==> src/rtl/pefl_pkg.sv <==
// ----------------------------------------------------------------------------
// pefl_pkg
// Shared types, codes and sizes for the page extent free-list allocator.
// ----------------------------------------------------------------------------
`default_nettype none

package pefl_pkg;

	// Sizes of the extent stack and of page frame numbers.
	localparam int MAX_EXTENTS = 64;
	localparam int PFN_BITS    = 40;
	localparam int FIELD_W     = 40;
	localparam int DEPTH_W     = $clog2(MAX_EXTENTS + 1);
	localparam int IDX_W       = $clog2(MAX_EXTENTS);
	localparam int ENTRY_W     = PFN_BITS + FIELD_W;

	// Operation codes of a request.
	localparam logic [1:0] OP_ADD   = 2'd0;
	localparam logic [1:0] OP_ALLOC = 2'd1;
	localparam logic [1:0] OP_FREE  = 2'd2;

	// Status codes of a response.
	localparam logic [1:0] ST_OK    = 2'd0;
	localparam logic [1:0] ST_EMPTY = 2'd1;
	localparam logic [1:0] ST_FULL  = 2'd2;
	localparam logic [1:0] ST_ZERO  = 2'd3;

	// Command kinds decided by the front end.
	localparam logic [1:0] K_PUSH  = 2'd0;
	localparam logic [1:0] K_ALLOC = 2'd1;
	localparam logic [1:0] K_ZERO  = 2'd2;
	localparam logic [1:0] K_NOP   = 2'd3;

	typedef struct packed {
		logic [1:0]         op;
		logic [FIELD_W-1:0] page;
		logic [FIELD_W-1:0] npages;
	} in_t;

	typedef struct packed {
		logic [1:0]         status;
		logic [FIELD_W-1:0] alloc_page;
		logic               now_empty;
	} out_t;

	// Classified command passed from the front end to the back end.
	typedef struct packed {
		logic [1:0]          kind;
		logic [PFN_BITS-1:0] base;
		logic [FIELD_W-1:0]  pages;
	} cmd_t;

endpackage

`default_nettype wire

==> src/rtl/pefl_queue.sv <==
// ----------------------------------------------------------------------------
// pefl_queue
// Two-entry command queue between the front end and the back end.
// ----------------------------------------------------------------------------
`default_nettype none

module pefl_queue (
	input  wire logic           clk,
	input  wire logic           arst_n,
	input  wire logic           wr_valid,
	input  wire pefl_pkg::cmd_t wr_cmd,
	output logic                wr_ready,
	output logic                rd_valid,
	output pefl_pkg::cmd_t      rd_cmd,
	input  wire logic           rd_pop
);

	pefl_pkg::cmd_t slot_q [2];
	logic           wptr_q;
	logic           rptr_q;
	logic [1:0]     count_q;
	logic           push;
	logic           pop;

	assign wr_ready = (count_q != 2'd2);
	assign rd_valid = (count_q != 2'd0);
	assign rd_cmd   = slot_q[rptr_q];
	assign push     = wr_valid && wr_ready;
	assign pop      = rd_pop && rd_valid;

	// Pointers and fill count.
	always_ff @(posedge clk or negedge arst_n) begin
		if (!arst_n) begin
			wptr_q  <= 1'b0;
			rptr_q  <= 1'b0;
			count_q <= 2'd0;
		end else begin
			if (push) begin
				wptr_q <= ~wptr_q;
			end
			if (pop) begin
				rptr_q <= ~rptr_q;
			end
			count_q <= count_q + 2'(push) - 2'(pop);
		end
	end

	// Entry storage.
	always_ff @(posedge clk) begin
		if (push) begin
			slot_q[wptr_q] <= wr_cmd;
		end
	end

endmodule

`default_nettype wire

==> config.mk <==
export PLATFORM = sky130hd
export DESIGN_NAME = pefl_queue
export DESIGN_NICKNAME = d
export VERILOG_FILES = /design/src/rtl/pefl_pkg.sv /design/src/rtl/pefl_queue.sv
export SDC_FILE = /design/constraint.sdc
export NUM_CORES = 1
export LEC_CHECK = 0
export BUFFER_PORTS_ARGS = -buffer_cell sky130_fd_sc_hd__clkbuf_2
export CAP_MARGIN = 0
export CORE_UTILIZATION = 52
export DETAILED_ROUTE_END_ITERATION = 8
export HOLD_SLACK_MARGIN = 0.02
export PLACE_DENSITY = 0.79
export SYNTH_ARGS = -nofsm -noshare
export SYNTH_HDL_FRONTEND = slang
export SYNTH_SLANG_ARGS = --single-unit
==> constraint.sdc <==
create_clock -name clk -period 5.67 [get_ports clk]
set_clock_uncertainty 0.2 [all_clocks]
set_input_delay 0.567 -clock clk [delete_from_list [all_inputs] [get_ports clk]]
set_output_delay 0.567 -clock clk [all_outputs]
set_load 0.02 [all_outputs]
==> results.toml <==
[yosys]
synth.ff_latch_count = 168
synth_top_family_by_area = "multiplexers"
yosys_warning_count = 0
synth.yosys.seq_area_share = 0.777
multiplexer_share_of_the_synthesized_area = 0.184
synth_largest_type_area_fraction = 0.762
syn_inst = 272
synthSimpleGateAreaFrac = 0.00503
synth_area_mm2 = 0.00646
synthTopCellsByArea = "edfxtp_1, mux2_4, buf_12, mux2_2, dfrtp_1"
synth_cell_type_count = 17
synth_xor_area_frac = 0.00542
synth-compound-area-share = 0
yosys.area_share.adder = 0.00387
average_size_of_a_mapped_cell_um2 = 23.8
postSynthNetCount = 360
yosys.area.top_type = "edfxtp_1"

[clock_tree]
cts_hold_repair.buffers = 1
post_cts_resized = 0
tritoncts_num_sinks = 168
worst_skew_pair.late_latency_ps = 410
cts_post_setup_buffers_inserted = 0
cts_root_buffer = "clkbuf_16"
max-clock-path-buffers = 2
clk_transition_reported_paths_ps = 60
cts-htree-levels = 4
tritoncts_clock_tree = "done"
tritoncts.num_buffers = 17

[setup_path]
cp-end-kind = "output port"
crit_path_launch_type = "flop"
timing.critical_path.slowest_cell_delay_ps = 1080
critical_path.cell_chain = "buf_4, mux2_2, clkbuf_2"
worst_ep_arrival_time_ps = 2700
critical_path_peak_fanout = 55
crit_slowest_cell = "dfrtp_4"
worstSetupPathType = "flop to output port"
cp_data_required_time_ps = 4900

[routing]
route.vias.total = 3062
routed_wire_length_per_instance_um = 16.4
drt_pre_antenna_iters = 4
wirelength_um = 10400
postRouteAntennaNets = 0
drc = 0
vias_per_cell = 4.81
initialDrtViolationCount = 159

[cells_and_area]
filler_cell_count = 807
finish.net_count = 543
postLayoutCellArea_mm2 = 0.00796
area_of_combinational_cells_with_multiple_inputs_mm2 = 0.00129
num_antenna_cells = 0
mostFrequentLayoutCells = "clkbuf_2, edfxtp_1, mux2_4, clkbuf_16, mux2_2"
finish.utilization = 0.660
final_common_cell = "clkbuf_2"
area_growth_syn_to_layout_pct = 23.1
area.sequential_mm2 = 0.00503
final_layout_size_suffix_gt1_frac = 0.598

[timing]
finalMaxSlewViolations = 0
period_needed_ps = 3470
final_hold_fails = 0
maxSlewHeadroom = 0.227
final_layout_setup_total_negative_slack_ps = 0
max_slew.worst_pin.slew_ps = 1160
grt_setup_unrepaired = "false"
setup_viol = 0
maxClockFrequency_mhz = 288
ratio_of_final_minimum_period_to_clock_period = 0.612

[global_route]
grt_antenna_before_repair = 0
pin_count_of_the_biggest_net_entering_global_routing = 83
grt.total_usage = 0.166
grt_pass1_vias = 3226
grt_first_pass_wirelength_um = 15700
gr-total-overflow = 0

[power]
worst_ir_drop_vdd_v = 0.000494
total_leakage_power_uw = 0.00322
power_per_cell_area_mw_per_mm2 = 548

[job]
max-cap-violations = 0

[die]
rows = 40
die_height_um = 113
core_area_mm2 = 0.0121
fp.dieW_um = 113
floorplan.die_area_mm2 = 0.0129
io_pins = 170
floorplan.initialDensity = 0.536

[min_path]
min_path_type = "primary input to flop"

[placed_design]
detailed_place_hpwl_um = 6800
gpl.final_weighted_congestion = 0.675
io_buffer_count = 169
placed_cell_area_mm2 = 0.00740

[status]
outcome = "complete, no violations"
-- worst max-delay path: cells and delay by family, from the launching register on --
kind	cells	cell delay, ps
buf+inv	2	730
mux	1	400
flops	1	1080
-- worst paths after layout --
path | slack, ps | from | to | depth (start not counted)
worst max-delay path | 2200 | rptr_q | rd_cmd[74] | 3
worst min-delay path | 140 | wr_cmd[55] | slot_q[0][55] | 1
worst max register to register | 3510 | count_q[1] | slot_q[1][36] | 2
worst min register to register | 330 | count_q[0] | count_q[0] | 1
max in group asynchronous | 4840 | arst_n | rptr_q | 2
min in group asynchronous | 290 | arst_n | rptr_q | 2
-- through the flow --
| step | instances | hold slack (ps) | total power (uW) | worst slack, ps |
|---|---|---|---|---|
| 4_1_cts | 636 | 122 | 4410 | 2160 |
| 3_3_place_gp | 603 | 181 | 3310 | 2670 |
| 2_1_floorplan | 272 | 71.4 | 3040 | 770 |
| 5_1_grt | 636 | 126 | 4540 | 2080 |
| 3_5_place_dp | 603 | 182 | 3350 | 2610 |
| 6_report | 636 | 141 | 4360 | 2200 |
-- state kept, by name (all words and copies together) (netlist names) --
signal,count
slot_q,164
count_q,2
rptr_q,1
wptr_q,1
-- cell type report --
class / count / area share
Timing Repair Buffer: 173 / 0.110
Tap cell: 168 / 0.0264
Multi-Input combinational cell: 94 / 0.162
Clock inverter: 13 / 0.0140
Sequential cell: 168 / 0.632
Inverter: 1 / 0.000472
Clock buffer: 19 / 0.0544
-- synth_stat cells (all sizes together) --
cell type and count:
edfxtp 164, mux2 82, buf 9, dfrtp 4
xnor2 3, ha 2, and2 1, and3 1
inv 1, nand2 1, nand2b 1, nor2 1
or2 1, xor2 1
-- metal layers --
layer	wire length [um]	GRT usage
met4	161	0.0737
met5	0	0
met3	703	0.0569
met2	5170	0.273
met1	4380	0.200
-- logic make-up after synthesis --
kind of cell | after synthesis
buf+inv | 10
simple gates | 6
fa+ha+maj | 2
flops | 168
mux | 82
xor+xnor | 4
-- report_power, final --
| group | internal [uW] | switching [uW] |
|---|---|---|
| clock | 635 | 429 |
| combinational | 655 | 762 |
| sequential | 1700 | 176 |
(Power assumes the default switching activity.)
