===== src/rtl/pefl_pkg.sv =====
// ----------------------------------------------------------------------------
// pefl_pkg
// Shared types, codes and sizes for the page extent free-list allocator.
// ----------------------------------------------------------------------------
`default_nettype none

package pefl_pkg;

	// Sizes of the extent stack and of page frame numbers.
	localparam int MAX_EXTENTS = 64;
	localparam int PFN_BITS    = 40;
	localparam int FIELD_W     = 40;
	localparam int DEPTH_W     = $clog2(MAX_EXTENTS + 1);
	localparam int IDX_W       = $clog2(MAX_EXTENTS);
	localparam int ENTRY_W     = PFN_BITS + FIELD_W;

	// Operation codes of a request.
	localparam logic [1:0] OP_ADD   = 2'd0;
	localparam logic [1:0] OP_ALLOC = 2'd1;
	localparam logic [1:0] OP_FREE  = 2'd2;

	// Status codes of a response.
	localparam logic [1:0] ST_OK    = 2'd0;
	localparam logic [1:0] ST_EMPTY = 2'd1;
	localparam logic [1:0] ST_FULL  = 2'd2;
	localparam logic [1:0] ST_ZERO  = 2'd3;

	// Command kinds decided by the front end.
	localparam logic [1:0] K_PUSH  = 2'd0;
	localparam logic [1:0] K_ALLOC = 2'd1;
	localparam logic [1:0] K_ZERO  = 2'd2;
	localparam logic [1:0] K_NOP   = 2'd3;

	typedef struct packed {
		logic [1:0]         op;
		logic [FIELD_W-1:0] page;
		logic [FIELD_W-1:0] npages;
	} in_t;

	typedef struct packed {
		logic [1:0]         status;
		logic [FIELD_W-1:0] alloc_page;
		logic               now_empty;
	} out_t;

	// Classified command passed from the front end to the back end.
	typedef struct packed {
		logic [1:0]          kind;
		logic [PFN_BITS-1:0] base;
		logic [FIELD_W-1:0]  pages;
	} cmd_t;

endpackage

`default_nettype wire


===== src/rtl/pefl_front.sv =====
// ----------------------------------------------------------------------------
// pefl_front
// Request stage: takes a request transfer and classifies it into a command.
// ----------------------------------------------------------------------------
`default_nettype none

module pefl_front (
	input  wire logic          clk,
	input  wire logic          arst_n,
	input  wire logic          start,
	input  wire pefl_pkg::in_t req,
	output logic               busy,
	output logic               cmd_valid,
	output pefl_pkg::cmd_t     cmd,
	input  wire logic          cmd_taken
);

	logic           valid_s1;
	pefl_pkg::cmd_t cmd_s1;
	pefl_pkg::cmd_t cmd_d;
	logic           accept;

	// The stage is blocked only while its held command cannot move on.
	assign busy   = valid_s1 && !cmd_taken;
	assign accept = start && !busy;

	// Decode the operation into a stack command.
	always_comb begin
		cmd_d.base  = pefl_pkg::PFN_BITS'(req.page);
		cmd_d.pages = req.npages;
		unique case (req.op)
			pefl_pkg::OP_ADD: begin
				cmd_d.kind = (req.npages == '0) ? pefl_pkg::K_ZERO : pefl_pkg::K_PUSH;
			end
			pefl_pkg::OP_ALLOC: begin
				cmd_d.kind = pefl_pkg::K_ALLOC;
			end
			pefl_pkg::OP_FREE: begin
				cmd_d.kind  = pefl_pkg::K_PUSH;
				cmd_d.pages = pefl_pkg::FIELD_W'(1);
			end
			default: begin
				cmd_d.kind = pefl_pkg::K_NOP;
			end
		endcase
	end

	// Holding register for the classified command.
	always_ff @(posedge clk or negedge arst_n) begin
		if (!arst_n) begin
			valid_s1 <= 1'b0;
		end else if (accept) begin
			valid_s1 <= 1'b1;
		end else if (cmd_taken) begin
			valid_s1 <= 1'b0;
		end
	end

	always_ff @(posedge clk) begin
		if (accept) begin
			cmd_s1 <= cmd_d;
		end
	end

	assign cmd_valid = valid_s1;
	assign cmd       = cmd_s1;

endmodule

`default_nettype wire


===== config.mk =====
export PLATFORM = sky130hd
export DESIGN_NAME = pefl_front
export DESIGN_NICKNAME = d
export VERILOG_FILES = /design/src/rtl/pefl_pkg.sv /design/src/rtl/pefl_front.sv
export SDC_FILE = /design/constraint.sdc
export NUM_CORES = 1
export LEC_CHECK = 0
export BUFFER_PORTS_ARGS = -buffer_cell sky130_fd_sc_hd__buf_2
export CAP_MARGIN = 20
export CORE_AREA = 2 2 95 97
export CTS_CLUSTER_DIAMETER = 80
export DETAILED_ROUTE_END_ITERATION = 10
export DIE_AREA = 0 0 97 99
export PLACE_DENSITY = 0.74
export SETUP_SLACK_MARGIN = 0.4
export SYNTH_ARGS = -nofsm -noshare
export SYNTH_HDL_FRONTEND = slang
export SYNTH_SLANG_ARGS = --single-unit

===== constraint.sdc =====
create_clock -name clk -period 6.4 [get_ports clk]
set_clock_uncertainty 0.05 [all_clocks]
set_input_delay 0.96 -clock clk [delete_from_list [all_inputs] [get_ports clk]]
set_output_delay 0.96 -clock clk [all_outputs]
set_load 0.01 [all_outputs]

==> metrics.cfg <==
[clock_network]
h-tree-depth=3
numCtsBuffers=9
clk_pin_slew_ns=0.08
cts_resized=0
cts_root_buffer=clkbuf_8
clk_path_buf_depth=2
insertion_delay_ns=0.34
cts_setup_buffers=0
cts_sinks=83
cts_tree=built
postCtsHoldBufs=0

[drt]
via_per_inst=4.393
postRouteAntennaNets=0
via_count=1946
wl_per_cell_um=15.19
drt_iter0_markers=22
drt_wl_total_um=6731
drc_errors=0
first_pass_iters=4

[die]
dieWidth_um=97
core_area_sq_um=8551
rows=34
initial_core_util_pct=34.55
dieArea_sq_um=9603
die-height_um=99
io_pins=170

[critical_path]
path_common_cell=buf_2
critPathArrivalTime_ns=1.39
rr_endpoint=cmd[8]
slowest_delay_ns=0.16
start_kind=primary input
crit_required_ns=5.39
r2r_slack_ns=4.59
cp_cell_sequence=buf_2 -> nand2b_1 -> inv_1 -> buf_2
crit_fanout=3
slowest_stage=nand2b_1
regToRegStartpoint=cmd_valid
critical_path_class=primary input to primary output
reg2reg_depth=2
end_kind=primary output

[placed_design]
place_congestion=0.7013
portBuffers=169

[job]
max_cap_viol_count=0

[grt]
grt_pass1_vias=2033
track_usage_pct=13.91
grt_pass1_wl_um=10350
gr-total-overflow=0
use_met1_pct=15.87
gr-usage-met3_pct=5.248
antenna_found_initial=0
grt_max_degree=83
grt_util_met2_pct=23.61
grt_busiest_layer=met2

[layout]
n_antenna_cell=0
nets=420
drive_gt1_share_pct=57.31
area_delta_synth_final_pct=40.41
fill_cells=763

[sta]
drv_slew=0
tns_ns=0
rsz0062_at_grt=no
clock.fmax_ghz=0.4172
fin_crit_sh_pct=37.46
holdWs_ns=0.3306
worstMarginPinSlew_ns=1.030
slew-limit-headroom_pct=31.31
setup_violations=0
period_needed_ns=2.397
hold_violations=0

[yosys]
synth_nets=243
syn_inst=153
synthDistinctLibCells=18
yosys_warnings=0
ys_seq_area_share_pct=84.20
avgSynthCellArea_sq_um=19.31
syn_area_sq_um=2954
ys_ff_latch=83

[hold_path]
min-delay-path-class=primary input to asynchronous set/reset pin

[power_and_ir_drop]
vdd_ir_drop_max_uv=86.12
powerDensity_nw_per_um2=280.0
leakage_uw=0.001754

[status]
status=completed

## worst max-delay path: cells and delay by family
family	cells	cell delay, ns
buffers and inverters	3	0.27
AND/OR/NAND/NOR	1	0.16
## cells in the mapped netlist
cell type / n / area, sq um
and2_1: 1 / 6.260
nand4_1: 2 / 12.51
edfxtp_1: 82 / 2462
or2_2: 2 / 12.51
nand3_1: 1 / 5.000
inv_1: 3 / 11.26
nor4b_2: 1 / 15.01
nor4_1: 6 / 37.54
nor4_2: 2 / 25.02
ha_1: 4 / 50.05
o32ai_1: 1 / 8.760
dfrtp_1: 1 / 25.02
nor2b_2: 1 / 8.760
nor2_1: 1 / 3.750
nor3_1: 1 / 5.000
nand2b_1: 2 / 12.51
clkbuf_1: 4 / 15.01
nor2b_1: 38 / 237.7
## cell usage in the layout (no fill, tap or decap), drive strengths merged, types with 3 or more instances in the layout
| cell | count |
|---|---|
| inv | 3 |
| nor4 | 8 |
| ha | 4 |
| edfxtp | 82 |
| clkbuf | 10 |
| buf | 170 |
| nor2b | 39 |
| clkinv | 3 |
## cells by family after synthesis
group | synth area share [%]
flops | 84.20
simple gates | 12.92
buf+inv | 0.8893
fa+ha+maj | 1.694
compound gates | 0.2965
## per-layer routing
metal | part of all wire [%] | vias to the layer above
met1 | 39 | 904
met5 | 0 | -
li1 | - | 925
met2 | 51 | 109
met4 | 1.3 | 0
met3 | 8.8 | 8
## area by class of cell
cell class / instances / area, sq um / share of cell area (%)
Clock buffer: 10 / 127.6 / 3.077
Clock inverter: 6 / 90.09 / 2.172
Inverter: 3 / 11.26 / 0.2715
Multi-Input combinational cell: 63 / 442.9 / 10.68
Sequential cell: 83 / 2487 / 59.97
Tap cell: 108 / 135.1 / 3.258
Timing Repair Buffer: 170 / 853.3 / 20.57
## flip-flops by register name, indices dropped and copies added, names as in the netlist
register and count:
cmd_valid 1, cmd 82
## worst max-delay path by stage
| stage | from | to | slack (ns) | cells after the start |
|---|---|---|---|---|
| 3_5_place_dp | cmd_taken | cmd[13] | 3.87 | 3 |
| 3_3_place_gp | cmd_taken | cmd[64] | 3.97 | 3 |
| 4_1_cts | cmd_taken | busy | 4.00 | 4 |
| 2_1_floorplan | cmd_taken | cmd[0] | 2.89 | 2 |
| 5_1_grt | cmd_taken | busy | 3.98 | 4 |
| 6_report | cmd_taken | busy | 4.00 | 4 |
## metrics by stage
stage | worst slack (ns) | cells | total power (uW) | util, % | cell area, sq um
2_1_floorplan | 2.893 | 153 | 702.6 | - | 2954
3_3_place_gp | 3.968 | 427 | 763.7 | 45.96 | 3930
3_5_place_dp | 3.871 | 427 | 769.8 | 45.96 | 3930
4_1_cts | 4.000 | 443 | 1178 | 48.51 | 4148
5_1_grt | 3.977 | 443 | 1204 | 48.51 | 4148
6_report | 4.003 | 443 | 1161 | 48.51 | 4148
## power breakdown
part | total, uW | switching, uW | internal, uW
sequential | 644 | 7.75 | 636
combinational | 110 | 61.4 | 48.4
clock | 407 | 187 | 221
No activity file was read; power rests on OpenSTA's default activity.
